--- config.mk ---
export PLATFORM = sky130hd
export DESIGN_NAME = mcorr_isqrt
export DESIGN_NICKNAME = d
export VERILOG_FILES = /design/src/sv/mcorr_pkg.sv /design/src/sv/mcorr_isqrt.sv
export SDC_FILE = /design/constraint.sdc
export NUM_CORES = 2
export LEC_CHECK = 0
export BUFFER_PORTS_ARGS = -buffer_cell sky130_fd_sc_hd__buf_2
export CAP_MARGIN = 20
export CORE_MARGIN = 4
export CORE_UTILIZATION = 55
export CTS_BUF_LIST = sky130_fd_sc_hd__clkbuf_8
export DETAILED_ROUTE_END_ITERATION = 10
export PLACE_DENSITY = 0.81
export SLEW_MARGIN = 10
export SYNTH_ARGS = -nofsm -noshare
export SYNTH_HDL_FRONTEND = slang
export SYNTH_SLANG_ARGS = --single-unit
--- constraint.sdc ---
create_clock -name clk -period 3.6 [get_ports clk]
set_input_delay 0 -clock clk [delete_from_list [all_inputs] [get_ports clk]]
set_output_delay 0 -clock clk [all_outputs]
set_load 0.01 [all_outputs]
--- src/sv/mcorr_pkg.sv ---
`timescale 1ns / 1ps
// ----------------------------------------------------------------------------
// mcorr_pkg
// Shared widths, constants and types of the magnetometer correction block.
// ----------------------------------------------------------------------------
package mcorr_pkg;

  localparam int MEAS_W    = 24;
  localparam int COEFF_W   = 18;
  localparam int NUM_AXES  = 3;
  localparam int ROW_W     = NUM_AXES * COEFF_W;
  localparam int PROD_W    = COEFF_W + MEAS_W;
  localparam int SUM_W     = PROD_W + 2;
  localparam int SQ_W      = 2 * MEAS_W - 1;
  localparam int SUMSQ_W   = 2 * MEAS_W;
  localparam int ROOT_W    = MEAS_W;
  localparam int REM_W     = ROOT_W + 2;
  localparam int CFG_IDX_W = 8;

  localparam logic signed [MEAS_W-1:0] CORR_MAX = 24'sh7FFFFF;
  localparam logic signed [MEAS_W-1:0] CORR_MIN = 24'sh800000;
  localparam logic [MEAS_W-1:0]        MAG_MAX  = 24'd14529495;

  // Reset rows give the identity matrix.
  localparam logic [ROW_W-1:0] ROW0_RESET = 54'd16384;
  localparam logic [ROW_W-1:0] ROW1_RESET = 54'd4294967296;
  localparam logic [ROW_W-1:0] ROW2_RESET = 54'd1125899906842624;

  typedef enum logic [CFG_IDX_W-1:0] {
    CFG_ROW0 = 8'd0,
    CFG_ROW1 = 8'd1,
    CFG_ROW2 = 8'd2
  } cfg_idx_t;

  typedef struct packed {
    logic signed [MEAS_W-1:0] x;
    logic signed [MEAS_W-1:0] y;
    logic signed [MEAS_W-1:0] z;
    logic                     sat;
  } corr_vec_t;

endpackage

--- src/sv/mcorr_isqrt.sv ---
`timescale 1ns / 1ps
// ----------------------------------------------------------------------------
// mcorr_isqrt
// Pipelined integer square root, one result bit per stage, with side data.
// ----------------------------------------------------------------------------
module mcorr_isqrt (
  input  logic                          clk,
  input  logic                          en,
  input  logic [mcorr_pkg::SUMSQ_W-1:0] rad,
  input  mcorr_pkg::corr_vec_t          side_in,
  output logic [mcorr_pkg::ROOT_W-1:0]  root,
  output mcorr_pkg::corr_vec_t          side_out
);
  import mcorr_pkg::*;

  logic [REM_W-1:0]   rem_q  [ROOT_W-1];
  logic [SUMSQ_W-1:0] rad_q  [ROOT_W-1];
  logic [ROOT_W-1:0]  root_q [ROOT_W];
  corr_vec_t          side_q [ROOT_W];

  for (genvar k = 0; k < ROOT_W; k++) begin : g_step
    logic [REM_W-1:0]   rem_in;
    logic [REM_W-1:0]   rem_sh;
    logic [REM_W-1:0]   trial;
    logic [ROOT_W-1:0]  root_in;
    logic [SUMSQ_W-1:0] rad_in;
    corr_vec_t          stg_side;
    logic               ge;

    if (k == 0) begin : g_first
      assign rem_in   = '0;
      assign root_in  = '0;
      assign rad_in   = rad;
      assign stg_side = side_in;
    end else begin : g_next
      assign rem_in   = rem_q[k-1];
      assign root_in  = root_q[k-1];
      assign rad_in   = rad_q[k-1];
      assign stg_side = side_q[k-1];
    end

    // Bring down the next two radicand bits and try root*4+1.
    assign rem_sh = {rem_in[REM_W-3:0], rad_in[SUMSQ_W-1 -: 2]};
    assign trial  = {root_in, 2'b01};
    assign ge     = rem_sh >= trial;

    always_ff @(posedge clk) begin
      if (en) begin
        root_q[k] <= {root_in[ROOT_W-2:0], ge};
        side_q[k] <= stg_side;
      end
    end

    if (k < ROOT_W - 1) begin : g_carry
      always_ff @(posedge clk) begin
        if (en) begin
          rem_q[k] <= ge ? (rem_sh - trial) : rem_sh;
          rad_q[k] <= rad_in << 2;
        end
      end
    end
  end

  assign root     = root_q[ROOT_W-1];
  assign side_out = side_q[ROOT_W-1];

endmodule

Word level (Yosys, flattened, before mapping)
Memories as Yosys holds them, arrays and structs flattened.
Cells that the tools add are included.
{"block": "op_classes", "add_sub_neg": 23, "magnitude_cmp": 24, "muxes": 25}
{"cell": "$ge 26x26->1", "count": 23}
{"cell": "$mux 26", "count": 23}
{"cell": "$sub 26x26->26", "count": 22}
{"cell": "$sub 2x1->3 const B", "count": 1}
{"cell": "$ge 2x1->1 const B", "count": 1}
{"cell": "$mux 1", "count": 2}
{"block": "word_totals", "out_inout_bits": 97, "elab_cells": 76, "mem_bits_rw": 3984, "register_bits": 0, "n_memories": 4, "in_bits": 123}
{"name": "side_q", "depth": 24, "width": 73, "rd": 24, "rd_clocked_by_memory_dff": 0, "write_ports": 24, "line": "mcorr_isqrt.sv:19", "source": "corr_vec_t side_q [ROOT_W];"}
{"name": "rad_q", "depth": 23, "width": 46, "rd": 23, "rd_clocked_by_memory_dff": 0, "write_ports": 23, "line": "mcorr_isqrt.sv:17", "source": "logic [SUMSQ_W-1:0] rad_q [ROOT_W-1];"}
{"name": "rem_q", "depth": 23, "width": 26, "rd": 23, "rd_clocked_by_memory_dff": 0, "write_ports": 23, "line": "mcorr_isqrt.sv:16", "source": "logic [REM_W-1:0] rem_q [ROOT_W-1];"}
{"name": "root_q", "depth": 24, "width": 24, "rd": 24, "rd_clocked_by_memory_dff": 0, "write_ports": 24, "line": "mcorr_isqrt.sv:18", "source": "logic [ROOT_W-1:0] root_q [ROOT_W];"}

Logic depth before layout (Yosys ltp)
An unclocked memory read counts as a cell.
{"block": "logic_depth", "word_depth": 3, "mapped_depth": 13, "ltp_nobuf": 12}

Least setup slack after synthesis
No wires, ideal clock.
{"block": "synth_timing", "kind": "reg-to-reg", "from": "mem rem_q[2][133] in the netlist's numbering", "to": "mem rem_q[2][173] in the netlist's numbering (data pin)", "period_less_slack_ps": 3286, "required_time_ps": 3340, "setup_slack_ps": 314, "path_stages_with_launch": 11, "t_arrival_ps": 3026, "path_buffers": 1, "setup_time_ps": 260, "path_cell_list": "edfxtp_1 > ha_1 > and3_1 > o21ai_0 > o211a_1 > a211oi_1 > o21ai_0 > a31oi_1 > a221oi_2 > buf_2 > mux2_2"}
{"item": "start: declaration", "line": "mcorr_isqrt.sv:16"}

==> reports/summary.txt <==
DRC viols = 0
Die Height = 468 um
syn avg cell area = 17.6 um2
critical register-to-register path startpoint = rem_q[2][135]$_DFFE_PP_
DP HPWL = 121000 um
Final Hold Vio Count = 0
I/O Pins = 220
Post-synth top cells = edfxtp_1, inv_1, nand2_1
GRT met2 Usage = 0.322
Yosys warning count = 0
Post-Layout Inst Area = 134000 um2
Avg WL per Cell = 18.0 um
Mapped Cells = 6623
Detailed Route WL = 196000 um
WP data arrival = 4180 ps
initial antenna violation count = 6
Total Power = 0.0814 W
Layout area overhead = 15.0%
r2r endpoint = rem_q[2][173]$_DFFE_PP_
asr flop ratio synth = 0
DRT iter0 DRCs = 3890
remaining global-route overflow = 0
Core Util, Final = 0.637
worst slew pin tran = 950 ps
Worst-path clk slew = 70 ps
clock buffer depth = 4
crit end category = flip-flop
Worst setup SP type = flip-flop
number of synthesized flops with an enable pin = 3126
area leader, netlist = edfxtp_1
clk root buf = clkbuf_8
Post-synth top flop = edfxtp_1
min cycle time layout = 3370 ps
WHS Path Cells = 2
largest cells by area after synthesis = edfxtp_1, ha_1, xor2_1
Synth top area share = 0.808
Hold EP = side_q[2][228]$_DFFE_PP_
Num CTS Buffers = 480
hold path startpoint = en
First-pass DRT Iterations = 8
post-synthesis xor/xnor area fraction = 0.0304
Tcrit/Tclk final = 0.935
clk sinks = 3126
H-tree depth = 5
largest net degree at the start of global routing = 120
Crit Path Max Fanout = 22
Achievable Freq = 297 MHz
TNS Setup = 0 ps
Core Rows = 168
worst path required time = 4410 ps
most numerous cell in the Yosys netlist = edfxtp_1
nets = 8111
first-pass GRT wire length = 310000 um
fraction of the mapped netlist area in adder cells = 0.0350
Setup-failing EPs final = 0
via/cell ratio = 5.26
status = finished, final reports clean
# Max-Cap Violations = 0
post-detailed-route count of antenna-violating nets = 0
via count = 57100
Max IR drop VDD = 410 uV
mux share of post-synthesis cell area = 0.00502
most used routing layer in global routing = met2
Placed Instance Area = 122000 um2
Synth Area in Simple Gates = 0.0512
vias in the first global route = 59100
initial core utilization = 0.554
r2r setup slk = 230 ps
layout cells sized above 1 = 0.128
largest family of logic cells by synthesized area = compound AO/OA/AOI/OAI gates
core box area = 210000 um2
Rel. slew slack = 0.360
type of the worst setup path = reg -> reg
Final Max Tran Viols = 0
Final GP Congestion = 0.954
CTS tree = done
worst-case clock skew = 147 ps
Die Area = 219000 um2
unrepaired setup endpoints after global routing = no
grt met1 use = 0.205
Pwr per Cell Area = 609 nW/um2
sequential fraction of the synthesis area = 0.808
# port buffers = 219
worst skew pair latency = 1160 ps
total global-route track usage = 0.179
post-synthesis net count = 7071
Hold WS = 168 ps
met3 Track Usage GR = 0.0342
Fillers = 13800
synth unique cells = 82
Die X = 468 um
Compound-Gate Fraction of Synth Area = 0.0541
Synth Register Bits = 3126
Static Leak = 49.4 nW
R2R depth = 11
Post-Syn Area = 116000 um2
HP Class = in -> reg
==> critical path: stages, from the launching register on <==
cell and delay [ps]:
edfxtp_1 400, ha_1 360, and3_1 190, nand4_1 170, o211a_1 300, a211oi_1 360, o21ai_1 220, a31oi_1 350
a221oi_2 90, buf_4 170, buf_12 150, mux2_2 280
==> state kept, by name, summed over array words and instances (netlist names) <==
register and cells:
side_q 1752, rad_q 552, root_q 300, rem_q 522
==> layer usage <==
layer  vias to the layer above  wire length (um)
met2                      1525            104000
met4                         0              8250
met3                       491              8600
li1                      27500                 -
met1                     27600             74800
met5                         -                 0
==> logic make-up (layout without fill, tap and decap cells) <==
logic type,count (synthesis),count (layout)
compound gates,994,994
xor+xnor,403,403
fa+ha+maj,325,325
buf+inv,516,1926
flops,3126,3126
mux,53,53
other cells,1,7
simple gates,1205,1205
==> worst max path at each step <==
stage,start,endpoint,slack (ps),cells past startpoint
detailed placement,rem_q[2][133]$_DFFE_PP_,rem_q[2][158]$_DFFE_PP_,80,10
finish,rem_q[2][135]$_DFFE_PP_,rem_q[2][173]$_DFFE_PP_,230,11
CTS,rem_q[2][133]$_DFFE_PP_,rem_q[2][173]$_DFFE_PP_,30,10
floorplan,rem_q[2][133]$_DFFE_PP_,rem_q[2][173]$_DFFE_PP_,310,10
global route,rem_q[2][133]$_DFFE_PP_,rem_q[2][176]$_DFFE_PP_,60,11
global placement,rem_q[2][134]$_DFFE_PP_,rem_q[2][161]$_DFFE_PP_,110,10
==> power by group <==
| part | internal, W | switching [W] |
|---|---|---|
| Clock | 0.0138 | 0.0130 |
| Sequential | 0.0439 | 0.00151 |
| Combinational | 0.00396 | 0.00525 |
==> layout make-up <==
| cell class | instances | area (um2) | share of cell area |
|---|---|---|---|
| clock inverter | 367 | 2000 | 0.0150 |
| multi-input combinational | 2981 | 20400 | 0.153 |
| clock buffer | 485 | 6680 | 0.0499 |
| antenna | 6 | 15.0 | 0.000112 |
| sequential | 3126 | 93900 | 0.702 |
| timing repair buffer | 643 | 5540 | 0.0414 |
| tap | 2805 | 3510 | 0.0263 |
| inverter | 431 | 1620 | 0.0121 |
==> metrics by stage <==
step	cells	setup slack, ps
2_1_floorplan	6623	314
3_3_place_gp	9692	108
3_5_place_dp	9692	81.5
4_1_cts	10800	27.3
5_1_grt	10800	56.9
6_report	10800	233
==> cell usage in the layout, fill, tap and decap left out, types with 218 or more instances in the layout <==
| cell type | count |
|---|---|
| clkbuf_8 | 485 |
| dlygate4sd3_1 | 293 |
| nand2_1 | 345 |
| ha_1 | 325 |
| a21oi_1 | 244 |
| nor2_1 | 257 |
| o21ai_0 | 288 |
| inv_1 | 565 |
| edfxtp_1 | 3126 |
| buf_2 | 218 |
==> what timing repair did <==
action,CTS,global route
setup buffers,0,1
hold buffers,293,0
hold endpoints to repair,3013,0
endpoints found under the setup margin,0,31
gates resized for setup,0,2
No activity file was read; power rests on OpenSTA's default activity.
